[src/sv/kvkt_pkg.sv]
// shared types and constants for the key table engine
package kvkt_pkg;
  localparam logic [2:0] ACT_STORE = 3'd0;
  localparam logic [2:0] ACT_RETRIEVE = 3'd1;
  localparam logic [2:0] ACT_DELETE = 3'd2;
  localparam logic [2:0] ACT_EXIST = 3'd3;
  localparam logic [2:0] ACT_LIST = 3'd4;

  localparam logic [2:0] ST_OK = 3'd0;
  localparam logic [2:0] ST_KEYSZ = 3'd1;
  localparam logic [2:0] ST_VALSZ = 3'd2;
  localparam logic [2:0] ST_EXISTS = 3'd3;
  localparam logic [2:0] ST_ABSENT = 3'd4;
  localparam logic [2:0] ST_INVAL = 3'd5;
  localparam logic [2:0] ST_FULL = 3'd6;

  localparam int KEY_MAX = 16;
  localparam int LIST_HDR = 4;
  localparam int MAX_RECORDS = 16;
  localparam int IN_W = 176;
  localparam int OUT_W = 176;

  typedef struct packed {
    logic [2:0] status;
    logic [3:0] slot_index;
    logic [12:0] transfer_length;
    logic [4:0] entries_used;
    logic [4:0] listed_key_length;
    logic [63:0] listed_key_low;
    logic [63:0] listed_key_high;
    logic [12:0] record_offset;
    logic [4:0] keys_listed;
    logic last_result;
  } result_t;

  // 128-bit mask of the first n key bytes
  function automatic logic [127:0] key_mask(input logic [4:0] n);
    logic [127:0] m;
    m = '0;
    for (int i = 0; i < KEY_MAX; i++) begin
      if (i < n) m[i*8 +: 8] = 8'hff;
    end
    return m;
  endfunction

  // packs a result into the output data word, first field lowest
  function automatic logic [OUT_W-1:0] pack_result(input result_t r);
    logic [OUT_W-1:0] d;
    d = '0;
    d[2:0] = r.status;
    d[6:3] = r.slot_index;
    d[19:7] = r.transfer_length;
    d[24:20] = r.entries_used;
    d[29:25] = r.listed_key_length;
    d[93:30] = r.listed_key_low;
    d[157:94] = r.listed_key_high;
    d[170:158] = r.record_offset;
    d[175:171] = r.keys_listed;
    return d;
  endfunction
endpackage

[src/sv/kvkt_slot_cmp.sv]
// shared slot compare unit: one table slot per cycle against the command key
module kvkt_slot_cmp (
  input  logic         slot_valid,
  input  logic [4:0]   slot_len,
  input  logic [127:0] slot_key,
  input  logic [4:0]   key_len,
  input  logic [127:0] key_masked,
  output logic         hit
);
  import kvkt_pkg::*;
  assign hit = slot_valid && (slot_len == key_len) &&
               (((slot_key ^ key_masked) & key_mask(key_len)) == '0);
endmodule

[src/sv/kv_key_table_engine.sv]
// top level of the key table engine: sequencer, slot table and output register
// a command runs a lookup scan over every slot, then for a store a free-slot
// scan or for a list a list scan, and emits one result per output transfer;
// the single slot compare unit checks one slot a cycle during the lookup scan
// reset: rst (synchronous) clears valid bits, used count and register; key
// storage keeps its contents
module kv_key_table_engine #(
  parameter int TABLE_ENTRIES = 16,
  parameter int MAX_VALUE_BYTES = 4096
) (
  input  logic clk,
  input  logic rst,
  input  logic cfg_we,
  input  logic cfg_wdata,
  input  logic s_tvalid,
  output logic s_tready,
  // action, key_length, key_low_bytes, key_high_bytes, host_bytes,
  // only_if_absent, only_if_present (lowest first)
  input  logic [kvkt_pkg::IN_W-1:0] s_tdata,
  output logic m_tvalid,
  input  logic m_tready,
  // status, slot_index, transfer_length, entries_used, listed_key_length,
  // listed_key_low, listed_key_high, record_offset, keys_listed (lowest first)
  output logic [kvkt_pkg::OUT_W-1:0] m_tdata,
  output logic m_tlast
);
  import kvkt_pkg::*;

  localparam int IW = (TABLE_ENTRIES > 1) ? $clog2(TABLE_ENTRIES) : 1;
  localparam int CW = $clog2(TABLE_ENTRIES + 1);
  localparam int HBW = 32;

  localparam logic [2:0] S_IDLE = 3'd0;
  localparam logic [2:0] S_MATCH = 3'd1;
  localparam logic [2:0] S_FREE = 3'd2;
  localparam logic [2:0] S_LIST = 3'd3;
  localparam logic [2:0] S_EMIT = 3'd4;
  localparam logic [2:0] S_DECIDE = 3'd5;

  logic [2:0] state;
  logic [TABLE_ENTRIES-1:0] valid;
  logic [4:0] klen_mem [TABLE_ENTRIES];
  logic [127:0] key_mem [TABLE_ENTRIES];
  logic [CW-1:0] used;
  logic del_missing;

  // command registers
  logic [2:0] act;
  logic [4:0] klen;
  logic [127:0] key;
  logic [HBW-1:0] hbs;
  logic opt_absent, opt_present;

  logic [CW-1:0] idx;
  logic found;
  logic [IW-1:0] match_idx;
  logic [15:0] total;
  logic [4:0] listed;

  logic out_valid;
  result_t out_r;
  logic out_last;

  logic [IW-1:0] idx_s;
  logic hit;
  logic [7:0] in_klen;
  logic [127:0] in_key_masked;

  assign idx_s = idx[IW-1:0];
  assign in_klen = s_tdata[10:3];
  assign in_key_masked = {s_tdata[138:75], s_tdata[74:11]} &
                         key_mask(in_klen[4:0]);

  kvkt_slot_cmp u_cmp (
    .slot_valid(valid[idx_s]),
    .slot_len(klen_mem[idx_s]),
    .slot_key(key_mem[idx_s]),
    .key_len(klen),
    .key_masked(key),
    .hit(hit)
  );

  assign s_tready = (state == S_IDLE) && !out_valid;
  assign m_tvalid = out_valid;
  assign m_tdata = pack_result(out_r);
  assign m_tlast = out_last;

  // record size: 2 + key length rounded up to a multiple of four
  logic [5:0] rec_sz;
  logic [15:0] rec_end;
  assign rec_sz = (6'd5 + {1'b0, klen_mem[idx_s]}) & 6'b111100;
  assign rec_end = total + {10'd0, rec_sz};

  function automatic result_t mk(input logic [2:0] st, input logic [3:0] sl,
                                 input logic [12:0] xf, input logic [4:0] eu);
    result_t r;
    r = '0;
    r.status = st;
    r.slot_index = sl;
    r.transfer_length = xf;
    r.entries_used = eu;
    r.last_result = 1'b1;
    return r;
  endfunction

  // one list record transaction
  function automatic result_t mk_rec(input logic [3:0] sl, input logic [4:0] eu,
                                     input logic [4:0] kl, input logic [127:0] kb,
                                     input logic [12:0] off);
    result_t r;
    r = '0;
    r.status = ST_OK;
    r.slot_index = sl;
    r.entries_used = eu;
    r.listed_key_length = kl;
    r.listed_key_low = kb[63:0];
    r.listed_key_high = kb[127:64];
    r.record_offset = off;
    r.last_result = 1'b0;
    return r;
  endfunction

  // final list transaction with byte total and key count
  function automatic result_t mk_done(input logic [12:0] xf, input logic [4:0] eu,
                                      input logic [4:0] cnt);
    result_t r;
    r = '0;
    r.status = ST_OK;
    r.transfer_length = xf;
    r.entries_used = eu;
    r.keys_listed = cnt;
    r.last_result = 1'b1;
    return r;
  endfunction

  logic [4:0] used5;
  assign used5 = 5'(used);

  always_ff @(posedge clk) begin
    if (rst) begin
      state <= S_IDLE;
      valid <= '0;
      used <= '0;
      del_missing <= 1'b0;
      out_valid <= 1'b0;
      out_last <= 1'b0;
    end else begin
      if (cfg_we) del_missing <= cfg_wdata;
      if (out_valid && m_tready) out_valid <= 1'b0;
      case (state)
        S_IDLE: begin
          if (s_tvalid && s_tready) begin
            act <= s_tdata[2:0];
            klen <= in_klen[4:0];
            key <= in_key_masked;
            hbs <= s_tdata[170:139];
            opt_absent <= s_tdata[171];
            opt_present <= s_tdata[172];
            idx <= '0;
            found <= 1'b0;
            match_idx <= '0;
            if (s_tdata[2:0] > ACT_LIST) begin
              out_r <= mk(ST_INVAL, 4'd0, 13'd0, used5);
              out_last <= 1'b1;
              out_valid <= 1'b1;
            end else if (in_klen > 8'(KEY_MAX)) begin
              out_r <= mk((s_tdata[2:0] == ACT_STORE) ? ST_KEYSZ : ST_INVAL,
                          4'd0, 13'd0, used5);
              out_last <= 1'b1;
              out_valid <= 1'b1;
            end else if (s_tdata[2:0] == ACT_STORE &&
                         s_tdata[170:139] > 32'(MAX_VALUE_BYTES)) begin
              out_r <= mk(ST_VALSZ, 4'd0, 13'd0, used5);
              out_last <= 1'b1;
              out_valid <= 1'b1;
            end else begin
              state <= S_MATCH;
            end
          end
        end
        S_MATCH: begin
          if (hit && !found) begin
            found <= 1'b1;
            match_idx <= idx_s;
          end
          if (idx == CW'(TABLE_ENTRIES - 1)) state <= S_DECIDE;
          else idx <= idx + 1'b1;
        end
        S_DECIDE: begin
          idx <= '0;
          case (act)
            ACT_STORE: begin
              if (found) begin
                out_r <= opt_absent ? mk(ST_EXISTS, 4'd0, 13'd0, used5)
                       : mk(ST_OK, 4'(match_idx), 13'(hbs), used5);
                out_last <= 1'b1;
                out_valid <= 1'b1;
                state <= S_IDLE;
              end else if (opt_present) begin
                out_r <= mk(ST_ABSENT, 4'd0, 13'd0, used5);
                out_last <= 1'b1;
                out_valid <= 1'b1;
                state <= S_IDLE;
              end else begin
                state <= S_FREE;
              end
            end
            ACT_RETRIEVE: begin
              out_r <= found ? mk(ST_OK, 4'(match_idx),
                         (hbs < 32'(MAX_VALUE_BYTES)) ? 13'(hbs)
                         : 13'(MAX_VALUE_BYTES), used5)
                       : mk(ST_ABSENT, 4'd0, 13'd0, used5);
              out_last <= 1'b1;
              out_valid <= 1'b1;
              state <= S_IDLE;
            end
            ACT_DELETE: begin
              if (found) begin
                valid[match_idx] <= 1'b0;
                used <= used - 1'b1;
                out_r <= mk(ST_OK, 4'(match_idx), 13'd0, 5'(used - 1'b1));
              end else begin
                out_r <= mk(del_missing ? ST_ABSENT : ST_OK, 4'd0, 13'd0, used5);
              end
              out_last <= 1'b1;
              out_valid <= 1'b1;
              state <= S_IDLE;
            end
            ACT_EXIST: begin
              out_r <= found ? mk(ST_OK, 4'(match_idx), 13'd0, used5)
                       : mk(ST_ABSENT, 4'd0, 13'd0, used5);
              out_last <= 1'b1;
              out_valid <= 1'b1;
              state <= S_IDLE;
            end
            default: begin
              // list starts at the matching slot, or slot zero
              idx <= found ? CW'(match_idx) : '0;
              total <= 16'(LIST_HDR);
              listed <= '0;
              state <= S_LIST;
            end
          endcase
        end
        S_FREE: begin
          if (!valid[idx_s]) begin
            valid[idx_s] <= 1'b1;
            klen_mem[idx_s] <= klen;
            key_mem[idx_s] <= key;
            used <= used + 1'b1;
            out_r <= mk(ST_OK, 4'(idx_s), 13'(hbs), 5'(used + 1'b1));
            out_last <= 1'b1;
            out_valid <= 1'b1;
            state <= S_IDLE;
          end else if (idx == CW'(TABLE_ENTRIES - 1)) begin
            out_r <= mk(ST_FULL, 4'd0, 13'd0, used5);
            out_last <= 1'b1;
            out_valid <= 1'b1;
            state <= S_IDLE;
          end else begin
            idx <= idx + 1'b1;
          end
        end
        S_LIST: begin
          // waits for the output register before each step
          if (!out_valid) begin
            if (idx >= CW'(TABLE_ENTRIES) || listed == 5'(MAX_RECORDS) ||
                (valid[idx_s] && {16'd0, rec_end} > {16'd0, hbs})) begin
              state <= S_EMIT;
            end else begin
              if (valid[idx_s]) begin
                out_r <= mk_rec(4'(idx_s), used5, klen_mem[idx_s], key_mem[idx_s],
                                13'(total));
                out_last <= 1'b0;
                out_valid <= 1'b1;
                total <= rec_end;
                listed <= listed + 1'b1;
              end
              idx <= idx + 1'b1;
            end
          end
        end
        S_EMIT: begin
          if (!out_valid) begin
            out_r <= mk_done(13'(total), used5, listed);
            out_last <= 1'b1;
            out_valid <= 1'b1;
            state <= S_IDLE;
          end
        end
        default: state <= S_IDLE;
      endcase
    end
  end
endmodule

[config.mk]
export PLATFORM = sky130hd
export DESIGN_NAME = kv_key_table_engine
export DESIGN_NICKNAME = d
export VERILOG_FILES = /design/src/sv/kvkt_pkg.sv /design/src/sv/kvkt_slot_cmp.sv /design/src/sv/kv_key_table_engine.sv
export SDC_FILE = /design/constraint.sdc
export NUM_CORES = 2
export LEC_CHECK = 0
export BUFFER_PORTS_ARGS = -buffer_cell sky130_fd_sc_hd__buf_4
export CAP_MARGIN = 20
export CORE_ASPECT_RATIO = 0.6
export CORE_MARGIN = 1
export CORE_UTILIZATION = 35
export DETAILED_ROUTE_END_ITERATION = 6
export PLACE_DENSITY = 0.54
export SETUP_SLACK_MARGIN = 0.02
export SLEW_MARGIN = 10
export SYNTH_ARGS = -nofsm -noshare
export SYNTH_HDL_FRONTEND = slang
export SYNTH_HIERARCHICAL = 1
export SYNTH_SLANG_ARGS = --single-unit
[constraint.sdc]
create_clock -name clk -period 19.8 [get_ports clk]
set_input_delay 3.96 -clock clk [delete_from_list [all_inputs] [get_ports clk]]
set_output_delay 3.96 -clock clk [all_outputs]
set_load 0.01 [all_outputs]
# Word-level counts from Yosys, hierarchy flattened
# Memories as Yosys holds them, arrays and structs flattened. A register that Yosys moved wholly into a read port is not among the register bits.
# Cells that the tools add are included.
# op_classes
addsub	6
mul	0
n_div	0
order_cmp	42
eq_ne	32
shifts	0
n_mux	140
bitwise	7
n_reduce_logical	33
# ops
cell	n
177-bit two-way mux	15
177-bit one-hot mux with 5 select lines	1
177-bit one-hot mux with 4 select lines	1
128-bit AND	2
8-bit two-way mux	32
176-bit two-way mux	1
128-bit logical NOT	1
128-bit bitwise XOR	1
16-bit two-way mux	7
4-bit by 5-bit less-than comparator with 1-bit output (first input constant)	16
16-bit one-hot mux with 2 select lines	2
5-bit two-way mux	12
3-bit by 5-bit less-than comparator with 1-bit output (first input constant)	8
3-bit two-way mux	12
1-bit two-way mux	34
16-bit by 32-bit greater-than comparator with 1-bit output	1
32-bit by 13-bit greater-than comparator with 1-bit output (second input constant)	1
32-bit by 13-bit less-than comparator with 1-bit output (second input constant)	1
2-bit != test (second input constant)	13
5-bit one-hot mux with 5 select lines	1
4-bit two-way mux	6
1-bit by 5-bit less-than comparator with 1-bit output (first input constant)	4
2-bit by 5-bit less-than comparator with 1-bit output (first input constant)	4
5-bit one-hot mux with 2 select lines	2
other kinds (48)	82
# word_totals
ff_bits	404
latchBits	0
ramBits	2128
mem_bits_ro	0
input_bits	182
memories	2
# mem_list
memory	words	word_bits	rd	rd_ports_with_merged_regs	wr	line_no	source
key_mem	16	128	1	1	1	kv_key_table_engine.sv:43	logic [127:0] key_mem [TABLE_ENTRIES];
klen_mem	16	5	1	1	1	kv_key_table_engine.sv:42	logic [4:0] klen_mem [TABLE_ENTRIES];

# Logic depth before layout (Yosys ltp)
# depth
depth_word	9
ltp_mapped	24
mapped_depth_nobuf	21

# By module
# The synthesis kept the hierarchy.
# by_module_without_submodules
module	n_inst	cells_per_inst	area_per_inst_um2	seq_area_each_um2
kv_key_table_engine	1	4197	96445.0	75722.6
kvkt_slot_cmp	1	207	1632.8	0.0

# Worst setup path before layout
# OpenSTA, ideal clock, no wires.
# synth_timing
path_type	input -> register
start	input port rst
end	memory key_mem[15][0] (enable)
setup_ns	0.788
arrival_time_ns	13.348
required_time_ns	19.012
path_slack_ns	5.664
path_stages	3
path_buffers	2
path_cell_list	clkbuf_1 -> clkbuf_1 -> nor3_1
# synth_between
elab_chain_len	2
# synth_rtl
element	line_no	source
from (decl)	kv_key_table_engine.sv:12	input logic rst,
1-bit two-way mux	kv_key_table_engine.sv:140	if (rst) begin
1-bit two-way mux (implied by the code)	kv_key_table_engine.sv:249	key_mem[idx_s] <= key;
to (decl)	kv_key_table_engine.sv:43	
# No other way between the ends.

==> flow_metrics.tcl <==
set metrics [dict create \
    status "completed" \
    cts_resized 0 \
    hold_viol_final 0 \
    fmax_ghz 0.1037 \
    min_period_ns 9.640 \
    dp_hpwl_mm 146.8 \
    register_area_sq_um 75740 \
    multi_input_area_sq_um 21510 \
    portBuffers 355 \
    fin_hold_ws_ns 0.5195 \
    tightest_slew_ns 1.134 \
    nets 5115 \
    synth_flop_cell "edfxtp_1" \
    cts_buffer_depth 4 \
    clock-sinks 2532 \
    cts_buffers 242 \
    drt-total-wl_mm 267.0 \
    rsz0062_at_grt "no" \
    cts_tree "done" \
    die_height_um 412.0 \
    initial_core_util_pct 35.21 \
    grt_max_degree 111 \
    slew_headroom_pct 23.81 \
    post_cts_buffers 0 \
    critPathBufInv 4 \
    hold_class "reg -> reg" \
    critPathTopFamily "buffers and inverters" \
    fillers 24485 \
    antenna_left 0 \
    gp_congestion 0.7539 \
    clock_skew_ns 0.09246 \
    grt_overflow_total 0 \
    holdBufCountCts 0 \
    worstSetupPathType "reg -> reg" \
    grt_pass1_vias 47483 \
    endpoint_kind "flip-flop" \
    syn_inst 4404 \
    drive_gt1_share_pct 29.72 \
    io_pins 361 \
    first_pass_iters 5 \
    grt_first_pass_wirelength_mm 373.4 \
    ctsRootBufferMaster "clkbuf_16" \
    required_ns 20.29 \
    cpPeakStageDelay_ns 0.86 \
    grt_usage_pct 18.66 \
    grt_antenna_before_repair 25 \
    fin_crit_sh_pct 48.69 \
    synth-edff-count 2501 \
    clk_pin_slew_ns 0.06 \
    p_per_area_nw_per_um2 99.03 \
    async_reset_ff_share_pct 0 \
    die_area_sq_um 282400 \
    slowest_stage "dfxtp_4" \
    drc 0 \
    routed_via_density 5.322 \
    vias 47001 \
    cap_violations 0 \
    ys_seq_area_share_pct 77.21 \
    design.core.area_sq_um 278500 \
    cp_max_fo 110 \
    initialDrtViolationCount 4791 \
    cp_common_cell "buf_4" \
    p_leak_uw 0.03541 \
    setup_tns_ns 0 \
    setup_violations 0 \
    ir_drop_v 0.00007422 \
    ys_types 79 \
    clk_latency_ns 0.93 \
    cts_max_level 4 \
    rows 150 \
    fp.dieW_um 685.4 \
    drv_slew 0 \
    ys_ff_latch 2532 \
    yosysWarnings 6 \
    area_delta_synth_final_pct 15.62 \
    crit_chain "buf_4 -> buf_12 -> mux4_2 -> mux4_2 -> and2_1 -> nor2_1 -> xnor2_1 -> ha_1 -> a21o_1 -> a21oi_1 -> nor2b_1 -> o21ai_1 -> nor3_1 -> xor2_1 -> ha_1 -> nand4_1 -> nor4_1 -> a221oi_2 -> nor3b_1 -> o21ai_0 -> nor2_4 -> buf_4 -> buf_4" \
    startpoint_type "flip-flop" \
    syn_area_per_cell_sq_um 22.27 \
    synthesis.area_sq_um 98080 \
    cp.arrival_ns 10.14 \
    wire_per_inst_um 30.23 \
]
-- flip-flops by register name (all words and copies together), names as in the netlist, 3 cells and up, named ones only --
| register | flops |
|---|---|
| act | 3 |
| hbs | 32 |
| idx | 5 |
| key | 128 |
| key_mem | 2048 |
| klen | 5 |
| klen_mem | 80 |
| listed | 5 |
| m_tdata | 174 |
| match_idx | 4 |
| state | 3 |
| total | 14 |
| used | 5 |
| valid | 16 |
-- layout by cell type, fill, tap and decap left out, types with 6 or more instances in the layout --
master	instances
a22o_1	15
nor3_1	10
a211oi_1	20
clkinv_1	61
a31oi_1	14
nand4_1	33
mux2i_1	13
nand2b_1	14
ha_1	28
a311oi_1	8
nor2_4	18
a21oi_1	46
clkbuf_1	40
nor4_1	22
bufinv_16	24
nor2_1	45
xnor2_1	100
diode_2	11
mux4_2	648
mux2_2	15
clkbuf_16	244
buf_4	440
or3_1	7
o22ai_1	7
nand3_1	16
clkinv_2	44
edfxtp_1	2501
dfxtp_1	27
xor2_1	56
inv_1	33
a22oi_1	6
nand2_1	61
o21ai_0	33
nor2b_1	94
clkinvlp_4	12
and3_1	10
buf_12	19
and2_1	215
-- worst min-delay path, cell delays in order (launching register included) --
cell and delay [ns]:
dfxtp_1 0.31, a21oi_1 0.11, a211oi_1 0.05
-- per-layer routing --
layer / share of wire, % / track usage, % / routed length (um)
met3: 7.2 / 3.589 / 19170
met5: 0.0041 / 0 / 11
met1: 44 / 27.46 / 118700
met2: 46 / 28.84 / 122500
met4: 2.5 / 4.263 / 6557
-- stage by stage --
| step | std cells | setup WS [ns] | cell area (sq um) | util (%) | total power [uW] |
|---|---|---|---|---|---|
| after floorplan | 4405 | 5.664 | 98080 | - | 6511 |
| after global placement | 8382 | 10.14 | 105700 | 37.95 | 6787 |
| after detailed placement | 8382 | 10.06 | 105700 | 37.95 | 6791 |
| after CTS | 8819 | 10.05 | 113400 | 40.70 | 11360 |
| after global routing | 8822 | 9.474 | 113400 | 40.71 | 11590 |
| final | 8832 | 10.16 | 113400 | 40.71 | 11230 |
-- layout make-up --
class,count,share of cell area [%]
well taps,3724,4.109
inverters,33,0.1092
multi-input cells,1635,18.97
clock inverters,153,1.220
diodes,11,0.02427
clock buffers,284,5.517
flip-flops and latches,2532,66.79
repair buffers,460,3.258
-- synthesized netlist by cell type, types with 4 or more instances --
| cell type | count | share of area [%] |
|---|---|---|
| a211oi_1 | 20 | 0.15 |
| inv_1 | 33 | 0.13 |
| nand2_1 | 61 | 0.23 |
| o21ai_0 | 33 | 0.17 |
| nor3_1 | 13 | 0.066 |
| a31oi_1 | 17 | 0.11 |
| mux2i_1 | 13 | 0.13 |
| a22oi_1 | 6 | 0.046 |
| buf_4 | 6 | 0.046 |
| buf_2 | 72 | 0.37 |
| nor2b_1 | 94 | 0.60 |
| dfxtp_1 | 31 | 0.63 |
| o22ai_1 | 7 | 0.045 |
| or3_1 | 7 | 0.045 |
| buf_1 | 13 | 0.050 |
| clkbuf_1 | 108 | 0.41 |
| nand4_1 | 33 | 0.21 |
| xor2_1 | 56 | 0.50 |
| a311oi_1 | 8 | 0.071 |
| mux2_2 | 15 | 0.17 |
| nor3b_1 | 4 | 0.031 |
| a21oi_1 | 48 | 0.24 |
| nand3_1 | 16 | 0.082 |
| edfxtp_1 | 2501 | 77 |
| mux4_2 | 648 | 15 |
| or2_2 | 4 | 0.026 |
| and3_1 | 10 | 0.064 |
| a22o_1 | 15 | 0.13 |
| and2_1 | 215 | 1.4 |
| ha_1 | 28 | 0.36 |
| xnor2_1 | 100 | 0.89 |
| nand2b_1 | 14 | 0.089 |
| nor2_1 | 64 | 0.24 |
| buf_6 | 5 | 0.057 |
| nor4_1 | 24 | 0.15 |
-- power breakdown --
| group | switching, uW | total (uW) | internal (uW) |
|---|---|---|---|
| Sequential | 80.6 | 6010 | 5930 |
| Clock | 2010 | 4570 | 2560 |
| Combinational | 360 | 658 | 298 |
| Total | 2450 | 11200 | 8780 |
-- path summary, 6_finish.rpt --
check,slack [ns],startpoint,endpoint,cells after the start
max reg2reg,10.16,flip-flop,m_tdata[74],23
min reg2reg,0.52,valid[0],valid[0],2
min,0.52,valid[0],valid[0],2
max,10.16,flip-flop,m_tdata[74],23
-- logic make-up after synthesis --
family	share of synthesized area, %
DFF	77.21
muxes	15.21
other	0.003823
adders and majority gates	0.3878
xor gates and xnor gates	1.393
buffers and inverters	1.065
AOI/OAI and AO/OA	1.328
and+or+nand+nor	3.404
No activity file was read; power rests on OpenSTA's default activity.
